===== config.mk =====
export PLATFORM = sky130hd
export DESIGN_NAME = bresenham_line_2x2_stamper_unit_flat
export DESIGN_NICKNAME = d
export VERILOG_FILES = /design/src/hdl/blss_pkg.sv /design/src/hdl/blss_cmd_if.sv /design/src/hdl/blss_res_if.sv /design/src/hdl/bresenham_line_2x2_stamper_unit.sv /design/src/hdl/blss_setup.sv /design/src/hdl/blss_core.sv /design/src/flat_wrapper.sv
export SDC_FILE = /design/constraint.sdc
export NUM_CORES = 1
export LEC_CHECK = 0
export BUFFER_PORTS_ARGS = -buffer_cell sky130_fd_sc_hd__buf_4
export CORE_AREA = 2 2 137 206
export DETAILED_ROUTE_END_ITERATION = 6
export DIE_AREA = 0 0 139 208
export PLACE_DENSITY_LB_ADDON = 0.15
export SETUP_SLACK_MARGIN = 0.15
export SYNTH_ARGS = -nofsm -noshare
export SYNTH_HDL_FRONTEND = slang
export SYNTH_SLANG_ARGS = --single-unit

===== constraint.sdc =====
create_clock -name clk -period 10.1 [get_ports clk]
set_input_delay 1.01 -clock clk [delete_from_list [all_inputs] [get_ports clk]]
set_output_delay 1.01 -clock clk [all_outputs]
set_load 0.05 [all_outputs]

===== src/hdl/blss_pkg.sv =====
`default_nettype none

package blss_pkg;

	localparam int COLOR_BITS = 16;

	typedef enum logic {
		ACT_LOAD = 1'b0,
		ACT_STEP = 1'b1
	} action_t;

endpackage

`default_nettype wire


===== src/hdl/blss_cmd_if.sv =====
`default_nettype none

interface blss_cmd_if #(
	parameter int COORD_BITS = 13
);
	logic                         valid;
	logic                         ready;
	logic                         action;
	logic signed [COORD_BITS-1:0] start_x;
	logic signed [COORD_BITS-1:0] start_y;
	logic signed [COORD_BITS-1:0] end_x;
	logic signed [COORD_BITS-1:0] end_y;
	logic [15:0]                  pen_color;

	modport source (
		output valid, action, start_x, start_y, end_x, end_y, pen_color,
		input  ready
	);

	modport sink (
		input  valid, action, start_x, start_y, end_x, end_y, pen_color,
		output ready
	);
endinterface

`default_nettype wire


===== src/hdl/blss_res_if.sv =====
`default_nettype none

interface blss_res_if #(
	parameter int COORD_BITS = 13
);
	logic                         valid;
	logic                         ready;
	logic                         valid_res;
	logic signed [COORD_BITS-1:0] stamp_x;
	logic signed [COORD_BITS-1:0] stamp_y;
	logic [15:0]                  stamp_color;
	logic                         last;

	modport source (
		output valid, valid_res, stamp_x, stamp_y, stamp_color, last,
		input  ready
	);

	modport sink (
		input  valid, valid_res, stamp_x, stamp_y, stamp_color, last,
		output ready
	);
endinterface

`default_nettype wire


===== src/hdl/bresenham_line_2x2_stamper_unit.sv =====
// An accepted command beat passes through the input register (s1) and then the result register (s2) to res.
// Throughput: one command beat per cycle while res accepts; each step depends only on the line
// state written by the previous beat, updated as that beat enters the result register.
// Reset (arst_n low) empties the input and result registers and leaves the
// stepper idle; a step before the first load returns valid_res = 0.
`default_nettype none

module bresenham_line_2x2_stamper_unit #(
	parameter int COORD_BITS = 13
) (
	input wire logic clk,
	input wire logic arst_n,
	blss_cmd_if.sink   cmd,
	blss_res_if.source res
);
	import blss_pkg::*;

	localparam int CW = COORD_BITS;

	logic                  valid_s1;
	action_t               action_s1;
	logic signed [CW-1:0]  start_x_s1, start_y_s1, end_x_s1, end_y_s1;
	logic [COLOR_BITS-1:0] pen_color_s1;

	logic                  valid_s2;
	logic                  valid_res_s2;
	logic signed [CW-1:0]  stamp_x_s2, stamp_y_s2;
	logic [COLOR_BITS-1:0] stamp_color_s2;
	logic                  last_s2;

	logic                  advance;
	logic                  core_valid_res;
	logic signed [CW-1:0]  core_stamp_x, core_stamp_y;
	logic [COLOR_BITS-1:0] core_stamp_color;
	logic                  core_last;

	assign advance   = valid_s1 && (!valid_s2 || res.ready);
	assign cmd.ready = !valid_s1 || advance;

	always_ff @(posedge clk or negedge arst_n) begin
		if (!arst_n) begin
			valid_s1 <= 1'b0;
			valid_s2 <= 1'b0;
		end else begin
			if (cmd.ready) begin
				valid_s1 <= cmd.valid;
			end
			if (advance) begin
				valid_s2 <= 1'b1;
			end else if (res.ready) begin
				valid_s2 <= 1'b0;
			end
		end
	end

	always_ff @(posedge clk) begin
		if (cmd.valid && cmd.ready) begin
			action_s1    <= action_t'(cmd.action);
			start_x_s1   <= cmd.start_x;
			start_y_s1   <= cmd.start_y;
			end_x_s1     <= cmd.end_x;
			end_y_s1     <= cmd.end_y;
			pen_color_s1 <= cmd.pen_color;
		end
		if (advance) begin
			valid_res_s2   <= core_valid_res;
			stamp_x_s2     <= core_stamp_x;
			stamp_y_s2     <= core_stamp_y;
			stamp_color_s2 <= core_stamp_color;
			last_s2        <= core_last;
		end
	end

	blss_core #(
		.COORD_BITS(COORD_BITS)
	) u_core (
		.clk        (clk),
		.arst_n     (arst_n),
		.fire       (advance),
		.action     (action_s1),
		.start_x    (start_x_s1),
		.start_y    (start_y_s1),
		.end_x      (end_x_s1),
		.end_y      (end_y_s1),
		.pen_color  (pen_color_s1),
		.valid_res  (core_valid_res),
		.stamp_x    (core_stamp_x),
		.stamp_y    (core_stamp_y),
		.stamp_color(core_stamp_color),
		.last       (core_last)
	);

	assign res.valid       = valid_s2;
	assign res.valid_res   = valid_res_s2;
	assign res.stamp_x     = stamp_x_s2;
	assign res.stamp_y     = stamp_y_s2;
	assign res.stamp_color = stamp_color_s2;
	assign res.last        = last_s2;
endmodule

`default_nettype wire


===== src/hdl/blss_setup.sv =====
`default_nettype none

module blss_setup #(
	parameter int COORD_BITS = 13
) (
	input  wire logic signed [COORD_BITS-1:0] start_x,
	input  wire logic signed [COORD_BITS-1:0] start_y,
	input  wire logic signed [COORD_BITS-1:0] end_x,
	input  wire logic signed [COORD_BITS-1:0] end_y,
	output logic        [COORD_BITS-1:0]      dx_mag,
	output logic signed [COORD_BITS:0]        dy_neg,
	output logic                              step_x_neg,
	output logic                              step_y_neg,
	output logic signed [COORD_BITS+1:0]      err_init
);
	localparam int CW = COORD_BITS;

	logic signed [CW:0] dx;
	logic signed [CW:0] dy;
	logic signed [CW:0] dx_abs;

	always_comb begin
		dx         = (CW+1)'(end_x) - (CW+1)'(start_x);
		dy         = (CW+1)'(end_y) - (CW+1)'(start_y);
		dx_abs     = dx[CW] ? -dx : dx;
		dx_mag     = dx_abs[CW-1:0];
		dy_neg     = dy[CW] ? dy : -dy;
		step_x_neg = !(start_x < end_x);
		step_y_neg = !(start_y < end_y);
		err_init   = $signed({2'b00, dx_mag}) + (CW+2)'(dy_neg);
	end
endmodule

`default_nettype wire


===== src/hdl/blss_core.sv =====
`default_nettype none

module blss_core #(
	parameter int COORD_BITS = 13
) (
	input  wire logic                         clk,
	input  wire logic                         arst_n,
	input  wire logic                         fire,
	input  wire blss_pkg::action_t            action,
	input  wire logic signed [COORD_BITS-1:0] start_x,
	input  wire logic signed [COORD_BITS-1:0] start_y,
	input  wire logic signed [COORD_BITS-1:0] end_x,
	input  wire logic signed [COORD_BITS-1:0] end_y,
	input  wire logic [15:0]                  pen_color,
	output logic                              valid_res,
	output logic signed [COORD_BITS-1:0]      stamp_x,
	output logic signed [COORD_BITS-1:0]      stamp_y,
	output logic [15:0]                       stamp_color,
	output logic                              last
);
	import blss_pkg::*;

	localparam int CW = COORD_BITS;
	localparam logic [CW-1:0] ONE = CW'(1);

	logic signed [CW-1:0] cur_x_q, cur_y_q, goal_x_q, goal_y_q;
	logic        [CW-1:0] dx_mag_q;
	logic signed [CW:0]   dy_neg_q;
	logic                 step_x_neg_q, step_y_neg_q;
	logic signed [CW+1:0] err_q;
	logic [COLOR_BITS-1:0] color_q;
	logic                 busy_q;

	logic        [CW-1:0] ld_dx_mag;
	logic signed [CW:0]   ld_dy_neg;
	logic                 ld_step_x_neg, ld_step_y_neg;
	logic signed [CW+1:0] ld_err;

	logic signed [CW+2:0] e2, dy_ext, dx_ext;
	logic                 move_x, move_y;
	logic signed [CW+1:0] add_x, add_y, err_step;
	logic signed [CW-1:0] cur_x_step, cur_y_step;

	logic                 is_load, take;
	logic signed [CW-1:0] cur_x_d, cur_y_d, goal_x_d, goal_y_d;
	logic signed [CW+1:0] err_d;
	logic                 at_end;

	blss_setup #(
		.COORD_BITS(COORD_BITS)
	) u_setup (
		.start_x   (start_x),
		.start_y   (start_y),
		.end_x     (end_x),
		.end_y     (end_y),
		.dx_mag    (ld_dx_mag),
		.dy_neg    (ld_dy_neg),
		.step_x_neg(ld_step_x_neg),
		.step_y_neg(ld_step_y_neg),
		.err_init  (ld_err)
	);

	always_comb begin
		e2         = {err_q, 1'b0};
		dy_ext     = (CW+3)'(dy_neg_q);
		dx_ext     = $signed({3'b000, dx_mag_q});
		move_x     = e2 >= dy_ext;
		move_y     = e2 <= dx_ext;
		add_x      = move_x ? (CW+2)'(dy_neg_q) : '0;
		add_y      = move_y ? $signed({2'b00, dx_mag_q}) : '0;
		err_step   = err_q + add_x + add_y;
		cur_x_step = move_x ? (cur_x_q + (step_x_neg_q ? '1 : ONE)) : cur_x_q;
		cur_y_step = move_y ? (cur_y_q + (step_y_neg_q ? '1 : ONE)) : cur_y_q;

		is_load  = action == ACT_LOAD;
		take     = is_load || busy_q;
		cur_x_d  = is_load ? start_x : cur_x_step;
		cur_y_d  = is_load ? start_y : cur_y_step;
		goal_x_d = is_load ? end_x : goal_x_q;
		goal_y_d = is_load ? end_y : goal_y_q;
		err_d    = is_load ? ld_err : err_step;
		at_end   = (cur_x_d == goal_x_d) && (cur_y_d == goal_y_d);

		valid_res   = take;
		stamp_x     = take ? {cur_x_d[CW-1:1], 1'b0} : '0;
		stamp_y     = take ? {cur_y_d[CW-1:1], 1'b0} : '0;
		stamp_color = take ? (is_load ? pen_color : color_q) : '0;
		last        = take && at_end;
	end

	always_ff @(posedge clk or negedge arst_n) begin
		if (!arst_n) begin
			busy_q <= 1'b0;
		end else if (fire && take) begin
			busy_q <= !at_end;
		end
	end

	always_ff @(posedge clk) begin
		if (fire && take) begin
			cur_x_q  <= cur_x_d;
			cur_y_q  <= cur_y_d;
			goal_x_q <= goal_x_d;
			goal_y_q <= goal_y_d;
			err_q    <= err_d;
			if (is_load) begin
				dx_mag_q     <= ld_dx_mag;
				dy_neg_q     <= ld_dy_neg;
				step_x_neg_q <= ld_step_x_neg;
				step_y_neg_q <= ld_step_y_neg;
				color_q      <= pen_color;
			end
		end
	end
endmodule

`default_nettype wire


===== src/flat_wrapper.sv =====
// flat-port wrapper written by rule: the top's interface ports become plain ports
module bresenham_line_2x2_stamper_unit_flat import blss_pkg::*;
#(
	parameter int COORD_BITS = 13
)
  (clk, arst_n, cmd_valid, cmd_action, cmd_start_x, cmd_start_y, cmd_end_x, cmd_end_y, cmd_pen_color, cmd_ready, res_valid, res_valid_res, res_stamp_x, res_stamp_y, res_stamp_color, res_last, res_ready);
  blss_cmd_if #(.COORD_BITS(COORD_BITS)) cmd_i ();
  blss_res_if #(.COORD_BITS(COORD_BITS)) res_i ();
  input wire logic clk;
  input wire logic arst_n;
  input wire logic [$bits(cmd_i.valid)-1:0] cmd_valid;
  input wire logic [$bits(cmd_i.action)-1:0] cmd_action;
  input wire logic [$bits(cmd_i.start_x)-1:0] cmd_start_x;
  input wire logic [$bits(cmd_i.start_y)-1:0] cmd_start_y;
  input wire logic [$bits(cmd_i.end_x)-1:0] cmd_end_x;
  input wire logic [$bits(cmd_i.end_y)-1:0] cmd_end_y;
  input wire logic [$bits(cmd_i.pen_color)-1:0] cmd_pen_color;
  output wire logic [$bits(cmd_i.ready)-1:0] cmd_ready;
  output wire logic [$bits(res_i.valid)-1:0] res_valid;
  output wire logic [$bits(res_i.valid_res)-1:0] res_valid_res;
  output wire logic [$bits(res_i.stamp_x)-1:0] res_stamp_x;
  output wire logic [$bits(res_i.stamp_y)-1:0] res_stamp_y;
  output wire logic [$bits(res_i.stamp_color)-1:0] res_stamp_color;
  output wire logic [$bits(res_i.last)-1:0] res_last;
  input wire logic [$bits(res_i.ready)-1:0] res_ready;
  assign cmd_i.valid = cmd_valid;
  assign cmd_i.action = cmd_action;
  assign cmd_i.start_x = cmd_start_x;
  assign cmd_i.start_y = cmd_start_y;
  assign cmd_i.end_x = cmd_end_x;
  assign cmd_i.end_y = cmd_end_y;
  assign cmd_i.pen_color = cmd_pen_color;
  assign cmd_ready = cmd_i.ready;
  assign res_valid = res_i.valid;
  assign res_valid_res = res_i.valid_res;
  assign res_stamp_x = res_i.stamp_x;
  assign res_stamp_y = res_i.stamp_y;
  assign res_stamp_color = res_i.stamp_color;
  assign res_last = res_i.last;
  assign res_i.ready = res_ready;
  bresenham_line_2x2_stamper_unit #(.COORD_BITS(COORD_BITS)) u_core (.clk(clk), .arst_n(arst_n), .cmd(cmd_i), .res(res_i));
endmodule

-- Yosys cells after proc, flatten, opt, wreduce, memory -nomap -nowiden
Index checks and enable logic that the tools add are counted.
- $add $sub $neg: 9
- $mul: 0
- div/mod/pow operators: 0
- order comparisons: 4
- equal/unequal tests: 2
- shifts and indexed selects: 0
- muxes and demuxes: 16
- bitwise operators: 1
- reductions and logical operators: 15
- operator list (kind ; count):
    $mux 13 ; 10
    $mux 15 ; 2
    $sub 13x13->14 ; 2
    $add 13x13->13 ; 2
    $eq 13x13->1 ; 2
    $lt 13x13->1 ; 2
    $ge 16x14->1 ; 1
    $le 16x14->1 ; 1
    $mux 16 ; 1
    $add 14x14->15 ; 1
    $add 15x14->15 ; 1
    $add 15x15->15 ; 1
    $mux 14 ; 1
    $neg 14->14 ; 1
    $neg 13->13 ; 1
    $logic_and 1x1->1 ; 5
    $logic_not 1->1 ; 5
    $logic_or 1x1->1 ; 3
    $mux 1 ; 2
    $reduce_and 2->1 ; 1
    $reduce_bool 2->1 ; 1
    $not 1->1 ; 1
- register bits: 228
- latch bits: 0
- bits in writable memories: 0
- memory bits (read-only): 0
- bits of input ports: 73
- logic and storage cells: 73
- memories: 0

-- Logic depth before layout (Yosys ltp)
Gate-level depths: netlist (run 1).
- depth after elaboration: 7
- mapped depth: 24
- depth with buffers taken out: 23

-- Modules after synthesis
Synthesis (run 1) repeated with hierarchy kept, for this count alone.
- cell total of the unflattened synthesis: 1298
- area, all modules: 14620.3 um^2
- by module, submodules not included (module ; times used ; cells an instance ; area an instance (um^2)):
    blss_core ; 1 ; 790 ; 8361.8
    bresenham_line_2x2_stamper_unit ; 1 ; 121 ; 3497.1
    blss_setup ; 1 ; 387 ; 2761.4

-- Worst setup path before layout (run 1)
Ideal clock, no wire load.
- kind: register to register
- start: reg u_core.action_s1
- end: reg u_core.u_core.color_q[0], enable pin
- setup time: 0.525 ns
- arrival: 4.972 ns
- path slack: 4.603 ns
- stages on the path, launching flop included: 7
- buffers on the path: 3
- clock period less this slack: 5.497 ns
- cells stage by stage: edfxtp_1 > clkbuf_1 > inv_1 > clkbuf_1 > clkbuf_1 > nor2_1 > nor2_1
- word-level cells in the longest chain between the ends: 3
- RTL lines (item ; RTL line ; source):
    start: declaration ; bresenham_line_2x2_stamper_unit.sv:21 ; action_t action_s1;
    start signal: assignment ; bresenham_line_2x2_stamper_unit.sv:58 ; action_s1 <= action_t'(cmd.action);
    $not 1->1 (no source line) ; -- ;
    $logic_or 1x1->1 ; blss_core.sv:76 ; take = is_load || busy_q;
    $logic_and 1x1->1 ; blss_core.sv:100 ; if (fire && take) begin
    end signal: assignment ; blss_core.sv:111 ; color_q <= pen_color;
    end: declaration ; blss_core.sv:31 ; logic [COLOR_BITS-1:0] color_q;
No other way between the ends.
A chain may end at the register's enable or synchronous reset.

-- Worst setup path in the final report (run 1)
- start: reg u_core.u_core.err_q[6]
- end: reg u_core.u_core.err_q[14] (data pin)
- word-level cells in the longest chain between the ends: 5
- elaborated cells on any way between the ends: 7
- classes of those cells: add/sub (2); order compare (2); mux (3)
- RTL lines (item ; RTL line ; source):
    start: declaration ; blss_core.sv:30 ; logic signed [CW+1:0] err_q;
    start signal: assignment ; blss_core.sv:105 ; err_q <= err_d;
    $ge 16x14->1 ; blss_core.sv:67 ; move_x = e2 >= dy_ext;
    $mux 15 ; blss_core.sv:69 ; add_x = move_x ? (CW+2)'(dy_neg_q) : '0;
    $add 15x15->15 ; blss_core.sv:71 ; err_step = err_q + add_x + add_y;
    $add 15x14->15 (*) ; blss_core.sv:71 ;
    $mux 15 (*) ; blss_core.sv:81 ; err_d = is_load ? ld_err : err_step;
    named net u_core.u_core.err_d[14] ; blss_core.sv:46 ; logic signed [CW+1:0] err_d;
The timed path passes the listed nets; every way through them passes the cells marked *.

==> results.txt, run 1 <==
The final setup violation count is 0. The number of different library cells used by synthesis comes to 85. Yosys printed 0 warnings. The leakage power summed over all cells is approximately 6.7 nW.

The CTS buffer count is 23. The maximum buffer depth of the clock tree came out at 3. The number of setup buffers added after CTS is 0. In this run, post-CTS repair resized a total of 0 instances.

The critical path is of the flip-flop to flip-flop type. In the global route stage, overall resource usage came out at 0.256. The synthesized area divided by synthesized cell count came out at around 11 µm². The later-pin clock latency in the skew report came out at between 500 and 600 ps.

The predominant post-synthesis flop cell is sky130_fd_sc_hd__edfxtp_1. The proportion of register bits with asynchronous set or reset after synthesis is 0.0133. The count of hold buffers inserted by post-cts repair came out at 0.

The most frequent cell after synthesis is sky130_fd_sc_hd__edfxtp_1. The number of rows created at floorplan came out at 74. The total number of vias is about 11000. The final critical delay including setup and external delays came out at roughly 5800 ps. The fraction of post-synthesis cell area in the top cell type by area came out at 0.464. For the pin with the worst max-slew slack, the measured transition is 1190 ps.

The hold violation count in the final report came out at 0. The startpoint class of the critical path is a flip-flop. The effective utilization at floorplan is 0.534. The remaining max-slew budget at the tightest pin is 0.205. The final instance area came out at 0.0164 mm². In the routed layout, each cell is associated on average with a via count of between 5 and 6. Entering global routing, the biggest net connects 70 pins. The last weighted congestion value of the routability-driven placer is about 0.94. The highest attainable clock frequency is about 170 MHz. In the finished design, the share of the clock period the worst path needs comes to 0.574.

The top routing layer in use is met4. After the first detailed-routing iteration, the DRC count stood at ~560. The routed wire length on met2 came out at 19.2 mm. The highest fanout seen on the critical path is 24. Port buffering added roughly 120 buffers.

After synthesis, the most frequently instantiated cells are 223 x sky130_fd_sc_hd__edfxtp_1, 106 x sky130_fd_sc_hd__ha_1, 104 x sky130_fd_sc_hd__nor2_1. The number of antenna diodes in the final layout is 0. The kind of path behind the tightest hold check is primary input to asynchronous set/reset pin. Setup repair after global routing left no endpoint under its margin. The worst setup path is captured at a flip-flop.

The total cell area at the placement stage is around 0.016 mm². The count of state elements after synthesis came out at between 200 and 250. The number of sinks driven by the clock tree came out at ~230. The total I/O pin count came out at about 120.

By area the synthesized netlist is led by sky130_fd_sc_hd__edfxtp_1 46%, sky130_fd_sc_hd__ha_1 9.2%, sky130_fd_sc_hd__xnor2_1 3.7%, sky130_fd_sc_hd__mux2_2 3.1%, sky130_fd_sc_hd__a21oi_1 2.8%. After detailed routing, the number of remaining DRC violations is 0. The share of the Yosys chip area taken by registers is 0.469. The max-capacitance violation count came out at 0. The total power per unit cell area came out at around 270 mW/mm². Summed over all layers, the routed wires come to about 37 mm.

The setup TNS after final layout came out at 0 ps. The core outline area came out at 0.0270 mm². The post-synthesis cell area is 0.0144 mm². Summed over all nets, wire length on met3 after detailed routing comes to between 1.5 and 2 mm. The maximum VDD drop is 227 µV. In this run, synthesis inferred ~220 flip-flops with an integrated enable. The die outline width is ~140 µm. Of all cell types, the one taking the most synthesized area is sky130_fd_sc_hd__edfxtp_1. The post-synthesis cell count is ~1300.

The arrival time of the worst setup path is 6070 ps. Clock tree synthesis selected as its root buffer the cell sky130_fd_sc_hd__clkbuf_16. The area of the die came out at 0.0289 mm². The post-detailed-placement half-perimeter wirelength is between 20 and 30 mm.

Once detail routing completed, the nets flagged for antenna violations numbered 0. The flow ran to the end, and the final reports show no timing, DRC or antenna violations. The CTS clock-pin slew for the worst setup and hold paths came out at around 60 ps. The via count of the first global-routing pass is about 11000. The first global-routing pass estimated 58.2 mm of wire. The largest clock skew in the final design came out at 21.2 ps. The area growth from synthesis to final layout came out at 13.9%. TritonCTS built the clock tree. The number of nets at the end of the flow is around 1600. The layout filler cell count is 2300.

The number of search-and-repair iterations in the first detailed-routing pass came out at 5. The final global-route overflow total came out at 0. The required time of the critical path came out at between 10000 and 15000 ps.

The share of post-route cells with drive strength above 1 is 0.162. The height of the chip came out at ~210 µm. The number of antenna violations at the first check in global routing is 0. CTS built an H-tree with a depth of 1. The number of max-slew violations in the final report came to 0. The detailed router put a total of 14.9 mm of wire on met1. The post-detailed-route wirelength per cell is about 21 µm.
flip-flops by register name (all words and copies together) (netlist names), 13 cells and up:
register,cells
u_core.u_core.color_q,16
u_core.end_y_s1,13
u_core.start_x_s1,13
u_core.start_y_s1,13
u_core.u_core.err_q,15
u_core.u_core.cur_x_q,13
u_core.u_core.dx_mag_q,13
u_core.u_core.cur_y_q,13
u_core.u_core.goal_y_q,13
u_core.res.stamp_color,16
u_core.u_core.dy_neg_q,14
u_core.u_core.goal_x_q,13
u_core.end_x_s1,13
u_core.pen_color_s1,16
layout make-up:
cell class	instances	area (µm²)	area share
Clock buffer	25	583	0.0355
Clock inverter	16	175	0.0107
Inverter	100	375	0.0228
Multi-Input combinational cell	951	7170	0.436
Sequential cell	226	6770	0.412
Tap cell	342	428	0.0260
Timing Repair Buffer	124	931	0.0567
logic make-up (layout without fill, tap and decap cells):
kind of cell | count (synthesis) | after routing | share of synthesized area
AO/OA/AOI/OAI | 288 | 288 | 0.139
XOR/XNOR | 103 | 103 | 0.0644
adder cells (fa/ha/maj) | 125 | 125 | 0.118
buffers and inverters | 130 | 265 | 0.0349
flip-flops | 226 | 226 | 0.469
multiplexers | 52 | 52 | 0.0396
other | 1 | 2 | 0.000260
AND/OR/NAND/NOR | 381 | 381 | 0.134
worst paths after layout:
check                           slack (ps)  cells after the start              startpoint                 endpoint
worst min-delay path                   270                      1                  arst_n         u_core.res.valid
max in group asynchronous             9740                      1                  arst_n     u_core.u_core.busy_q
worst min register to register         520                      1    u_core.u_core.busy_q     u_core.u_core.busy_q
min in group clk                       520                      1    u_core.u_core.busy_q     u_core.u_core.busy_q
worst max-delay path                  4310                     19  u_core.u_core.err_q[6]  u_core.u_core.err_q[14]
worst max register to register        4310                     19  u_core.u_core.err_q[6]  u_core.u_core.err_q[14]
worst max-delay path: stages, from the launching register on:
cell	delay, ps
sky130_fd_sc_hd__edfxtp_1	450
sky130_fd_sc_hd__ha_1	360
sky130_fd_sc_hd__nand3_1	110
sky130_fd_sc_hd__nor3_1	770
sky130_fd_sc_hd__a21o_1	280
sky130_fd_sc_hd__o22ai_2	90
sky130_fd_sc_hd__buf_4	250
sky130_fd_sc_hd__nor2_1	170
sky130_fd_sc_hd__fa_1	480
sky130_fd_sc_hd__ha_1	320
sky130_fd_sc_hd__a21o_1	160
sky130_fd_sc_hd__a21oi_1	220
sky130_fd_sc_hd__o21bai_1	110
sky130_fd_sc_hd__a21oi_1	250
sky130_fd_sc_hd__o21bai_1	140
sky130_fd_sc_hd__a41o_1	270
sky130_fd_sc_hd__o41ai_1	440
sky130_fd_sc_hd__o21ai_0	220
sky130_fd_sc_hd__xor2_1	200
sky130_fd_sc_hd__a22o_1	240
placed cells by master (no fill, tap or decap), drive strengths merged, types with 6 or more instances in the layout:
cell	count
nor4	8
nor2b	10
a21oi	80
ha	106
inv	102
nand3	30
nand2b	13
buf	124
o211ai	9
o211a	8
a21o	28
mux2	41
nor2	104
nand2	78
nor3	28
fa	19
o311ai	9
clkinv	8
edfxtp	223
or2	7
o21a	7
a31oi	16
mux2i	11
nand4	18
nor3b	9
o21ai	48
xor2	40
or3	11
and3	9
xnor2	61
clkbuf	25
a211oi	12
o31ai	6
and2	43
a221oi	6
o21bai	12
stage by stage:
step / std cells / utilization / hold slack, ps / setup slack [ps] / total power [mW]
after floorplan: 1307 / - / 457 / 4600 / 2.95
after global placement: 1743 / 0.580 / 468 / 4430 / 3.48
after detailed placement: 1743 / 0.580 / 493 / 4350 / 3.51
after CTS: 1784 / 0.608 / 255 / 4290 / 4.40
after global routing: 1784 / 0.608 / 251 / 3770 / 4.69
final: 1784 / 0.608 / 268 / 4310 / 4.39
metal layers:
metal  vias up  global-route usage
met5         -                   0
met4         0               0.100
met3        68              0.0318
met2       270               0.471
met1      5122               0.302
li1       5091                   -
power breakdown:
part / total, mW / internal (mW) / switching [mW]
clock network: 0.871 / 0.498 / 0.373
registers: 1.34 / 1.24 / 0.0931
logic: 2.18 / 0.881 / 1.30
total: 4.39 / 2.62 / 1.76
Power figures use the tool's default switching activity.
==> run 2: changes to the inputs <==
ABC_AREA = 1   (was not set)
clock period = 5.2 ns   (was 10.1 ns; I/O delays follow)
==> run 2 against run 1 <==
Compared with the run above: non-clock buffer count rose by 10; combinational power rose by 110%; largest cell class is now sequential cells; power rose by 110%; flip-flop and latch count did not move; utilization rose by 0.31 points.
==> results.txt, run 2 <==
The startpoint identified for the worst hold timing path is cmd_start_y[1]. The delay contributed by the slowest stage of the critical path came out at 480 ps (-290 ps). After synthesis, the largest family of logic cells by area is simple AND/OR/NAND/NOR gates. The count of flip-flops with a built-in enable after synthesis came to 223 (unchanged).

The most frequent cell after synthesis is sky130_fd_sc_hd__nand2_1. The fraction of power consumed by the clock network came out at 0.179 (-0.019). The maximum buffer depth of the clock tree came out at 3 (unchanged). The total I/O pin count is 119 (unchanged). The total power per unit cell area was 545 mW/mm² (+100%).

The register area came out at 0.00677 mm² (unchanged). The most repeated library cell on the critical path is sky130_fd_sc_hd__nand2_1. The post-detailed-route via-to-cell ratio is 5.35 (-9.6%).

The first-pass GRT wire length came to 57.0 mm (-2.0%). The capture point of the worst reg-to-reg path is u_core.u_core.err_q[13]. The final global-route overflow total is 0 (unchanged). The leakage power summed over all cells came to 7.76 nW (+17%).

The post-route antenna net violation count came out at 0 (unchanged). The number of distinct library cells after synthesis came to 46 (-46%). The run finished with clean final reports. Setup repair after global routing left no endpoint under its margin. The XOR/XNOR share of the synthesized area came out at 0.0423 (-0.0222). The worst-case register-to-register setup slack came out at 610 ps (-3700 ps).

TritonCTS built the clock tree. The number of port buffers came to 116 (unchanged). The core outline area is 0.0270 mm² (unchanged). The hold violation count in the final report came to 0 (unchanged). The total area of multi-input combinational cells is 0.00670 mm² (-6.5%). The CTS clock-pin slew for the worst setup and hold paths came to 70 ps (about the same).

The total wire length came to 35.3 mm (-5.2%). The required time of the critical path is 5480 ps (-4890 ps). The synthesized area divided by synthesized cell count was 8.82 µm² (-20%). The effective utilization at floorplan was 0.536 (+0.00273). The max-capacitance violation count is 0 (unchanged).

In the layout the commonest cells are 411 x sky130_fd_sc_hd__nand2_1, 233 x sky130_fd_sc_hd__inv_1, 223 x sky130_fd_sc_hd__edfxtp_1, 132 x sky130_fd_sc_hd__buf_4, 121 x sky130_fd_sc_hd__nand3_1. The count of inserted antenna diode cells came out at 0 (unchanged). The proportion of register bits with asynchronous set or reset after synthesis is 0.0133 (unchanged).

The critical path's top delay family is adder cells. The number of non-filler instances in the completed layout came to 2127 (+19%). The buffering stage count on the worst path with inverters included came out at 2 (+1). The share of total power in sequential cells was 0.304 (about the same). The cell with the largest stage delay on the worst path is sky130_fd_sc_hd__edfxtp_1.

The post-detailed-route wirelength per cell is 16.6 µm (-21%). The maximum VDD drop was 420 µV (+85%). The commonest cells after synthesis are 412 x sky130_fd_sc_hd__nand2_1, 237 x sky130_fd_sc_hd__inv_1, 223 x sky130_fd_sc_hd__edfxtp_1. The remaining max-slew budget at the tightest pin is 0.247 (+0.0421). The fraction of post-synthesis cell area in the top cell type by area came to 0.462 (-0.00236).

The count of synthesis-stage warnings from yosys came to 0 (unchanged). The DRC violation count after routing came out at 0 (unchanged). The arrival time of the worst setup path is 4860 ps (-1210 ps). The multiplexer area fraction after synthesis came out at 0.000690 (-0.0389). The total number of vias came out at 11400 (+7.8%).

The post-detailed-placement half-perimeter wirelength came out at 26.9 mm (-3.9%). The highest attainable clock frequency came to 218 MHz (+26%). The cell count along the critical path is 24 (+5).

The total number of H-tree levels is 1 (unchanged). The worst register-to-register path begins at u_core.u_core.err_q[14]. The final setup violation count came to 0 (unchanged). The last weighted congestion value of the routability-driven placer came to 0.864 (-7.8%).

The die outline width is 139 µm (unchanged). The final critical delay including setup and external delays is 4590 ps (-1200 ps). The number of max-slew violations in the final report is 0 (unchanged). The CTS buffer count is 23 (unchanged). The signal on the critical path passes through ha_1 > nand2_2 > nor2_2 > nand2_1 > inv_1 > nand2_1 > nand2_1 > nand2_1 > nand3_4 > clkinvlp_4 > nor2_1 > fa_1 > ha_1 > fa_1 > nand3_1 > nand2_1 > a21oi_1 > or2_2 > nand2_1 > a21oi_1 > o21ai_0 > a21o_1 > o21ai_0 > nand2_1. The number of nets at the end of the flow came out at 1968 (+21%). The worst setup path is launched from a flip-flop.

The worst hold path terminates at u_core.start_y_s1[1]. The count of state elements after synthesis came out at 226 (unchanged). The path class of the tightest hold or removal check is primary input to flip-flop.

The synthesized-area fraction occupied by ao, oa, aoi and oai cells came out at 0.0722 (-0.0665). The simple-gate share of the synthesized area came out at 0.227 (+0.0928). The sequential area share after synthesis is 0.467 (-0.00239). The predominant post-synthesis flop cell is sky130_fd_sc_hd__edfxtp_1. By area the synthesized netlist is led by sky130_fd_sc_hd__edfxtp_1 46%, sky130_fd_sc_hd__nand2_1 11%, sky130_fd_sc_hd__ha_1 9.1%, sky130_fd_sc_hd__inv_1 6.1%, sky130_fd_sc_hd__nand3_1 4.2%. The net switching power figure is 3.87 mW (+120%). The worst setup path is of the flip-flop to flip-flop kind. The combinational power share is 0.518 (+0.021). The maximum number of pins on one net before global-route repair is 56 (-20%). The height of the chip is 208 µm (unchanged).

The via count of the first global-routing pass was 11700 (+8.0%). The later-pin clock latency in the skew report came out at 520 ps (-20 ps). The largest clock skew in the final design is 8.45 ps (-12.8 ps). The area of the die came out at 0.0289 mm² (unchanged). The final period utilization is 0.883 (+0.309). The number of rows created at floorplan is 74 (unchanged). The net switching fraction of the power is 0.430 (+0.0278). The number of DRC markers after the initial detailed-route iteration came out at 676 (+21%). The setup TNS after final layout came to 0 ps (unchanged). The transition time of the tightest slew-check pin came to 1130 ps (-63.1 ps).

The number of antenna violations at the first check in global routing is 0 (unchanged). The share of post-route cells with drive strength above 1 came to 0.128 (-0.0339). The tree is rooted in a sky130_fd_sc_hd__clkbuf_16. Along the worst hold path, the cell count comes to 1. The most common cell after layout, fill and taps aside is sky130_fd_sc_hd__nand2_1. The final cell utilization of the core came to 0.611 (+0.00315). Of all cell types, the one taking the most synthesized area is sky130_fd_sc_hd__edfxtp_1.

The post-synthesis cell count came out at 1644 (+26%). The internal power of the cells is 5.13 mW (+96%). The number of sinks driven by the clock tree is 226 (unchanged). The number of search-and-repair iterations in the first detailed-routing pass is 5 (unchanged).

The layout filler cell count was 2432 (+5.7%). The arithmetic-cell share of the synthesized area counting full adders, half adders and majority gates is 0.118 (-0.000602). The worst reg-to-reg path cell count is 24 (+5). The post-synthesis cell area is 0.0145 mm² (+0.51%).

The cell count after placement came out at 2084 (+20%). The capturing element type of the critical path is a flip-flop. The area growth from synthesis to final layout is 13.9% (about the same). The overall global routing resource usage is 0.243 (-0.0125). The highest fanout seen on the critical path came to 6 (-75%).
run 2: cell count changes in the layout (fill, tap and decap cells not counted), moves of 16 or more:
| cell | delta |
|---|---|
| sky130_fd_sc_hd__a21oi_1 | +19 |
| sky130_fd_sc_hd__nand2_1 | +333 |
| sky130_fd_sc_hd__and2_1 | -42 |
| sky130_fd_sc_hd__xnor2_1 | -37 |
| sky130_fd_sc_hd__inv_1 | +134 |
| sky130_fd_sc_hd__mux2_2 | -40 |
| sky130_fd_sc_hd__or2_2 | +31 |
| sky130_fd_sc_hd__o21ai_0 | +16 |
| sky130_fd_sc_hd__nand3_1 | +91 |
| sky130_fd_sc_hd__a21o_1 | -23 |
run 2: metrics by stage:
stage	hold WS [ps]	area, µm²	total power, mW	setup WS [ps]
3_3_place_gp	313	15800	7.28	554
3_5_place_dp	313	15800	7.37	465
2_1_floorplan	224	14500	6.18	923
4_1_cts	149	16500	9.01	435
5_1_grt	152	16500	9.70	227
6_report	168	16500	8.99	610
run 2: cell families (layout without fill, tap and decap cells):
logic type,count (synthesis),in the layout
other cells,1,2
fa+ha+maj,125,125
xor+xnor,70,70
buf+inv,271,411
mux,1,1
compound gates,194,194
simple gates,756,756
flops,226,226
run 2: timing repair:
action	CTS	global route
hold buffers	1	0
setup endpoints to repair	0	2
resized for setup	0	2
buffers inserted	0	2
endpoints found under the hold margin	3	0
run 2: worst max-delay path by stage:
stage	startpoint	end	slack, ps
floorplan	u_core.u_core.err_q[14]	u_core.u_core.err_q[13]	920
global placement	u_core.u_core.err_q[14]	u_core.u_core.err_q[13]	550
detailed placement	u_core.u_core.err_q[14]	u_core.u_core.err_q[13]	460
CTS	u_core.u_core.err_q[14]	u_core.u_core.err_q[13]	440
global route	u_core.u_core.err_q[14]	u_core.u_core.err_q[13]	230
finish	u_core.u_core.err_q[14]	u_core.u_core.err_q[13]	610
run 2: layer usage:
layer  vias to the layer above  GRT usage  part of all wire
met1                      5323      0.281              0.40
met3                        61     0.0400             0.053
met2                       268      0.449              0.51
met5                         -          0                 0
li1                       5718          -                 -
met4                         0     0.0913             0.032
run 2: power by group through the flow:
| stage | logic, mW | clock network, mW | registers [mW] |
|---|---|---|---|
| floorplan | 3.21 | 0 | 2.97 |
| global placement | 4.53 | 0 | 2.76 |
| detailed placement | 4.61 | 0 | 2.77 |
| CTS | 4.65 | 1.64 | 2.73 |
| global route | 5.24 | 1.70 | 2.77 |
| finish | 4.66 | 1.61 | 2.73 |
run 2: layout make-up:
class	count	share of cell area
Timing Repair Buffer	134	0.0618
Tap cell	342	0.0259
Clock buffer	29	0.0362
Clock inverter	11	0.00644
Multi-Input combinational cell	1148	0.406
Inverter	237	0.0541
Sequential cell	226	0.410
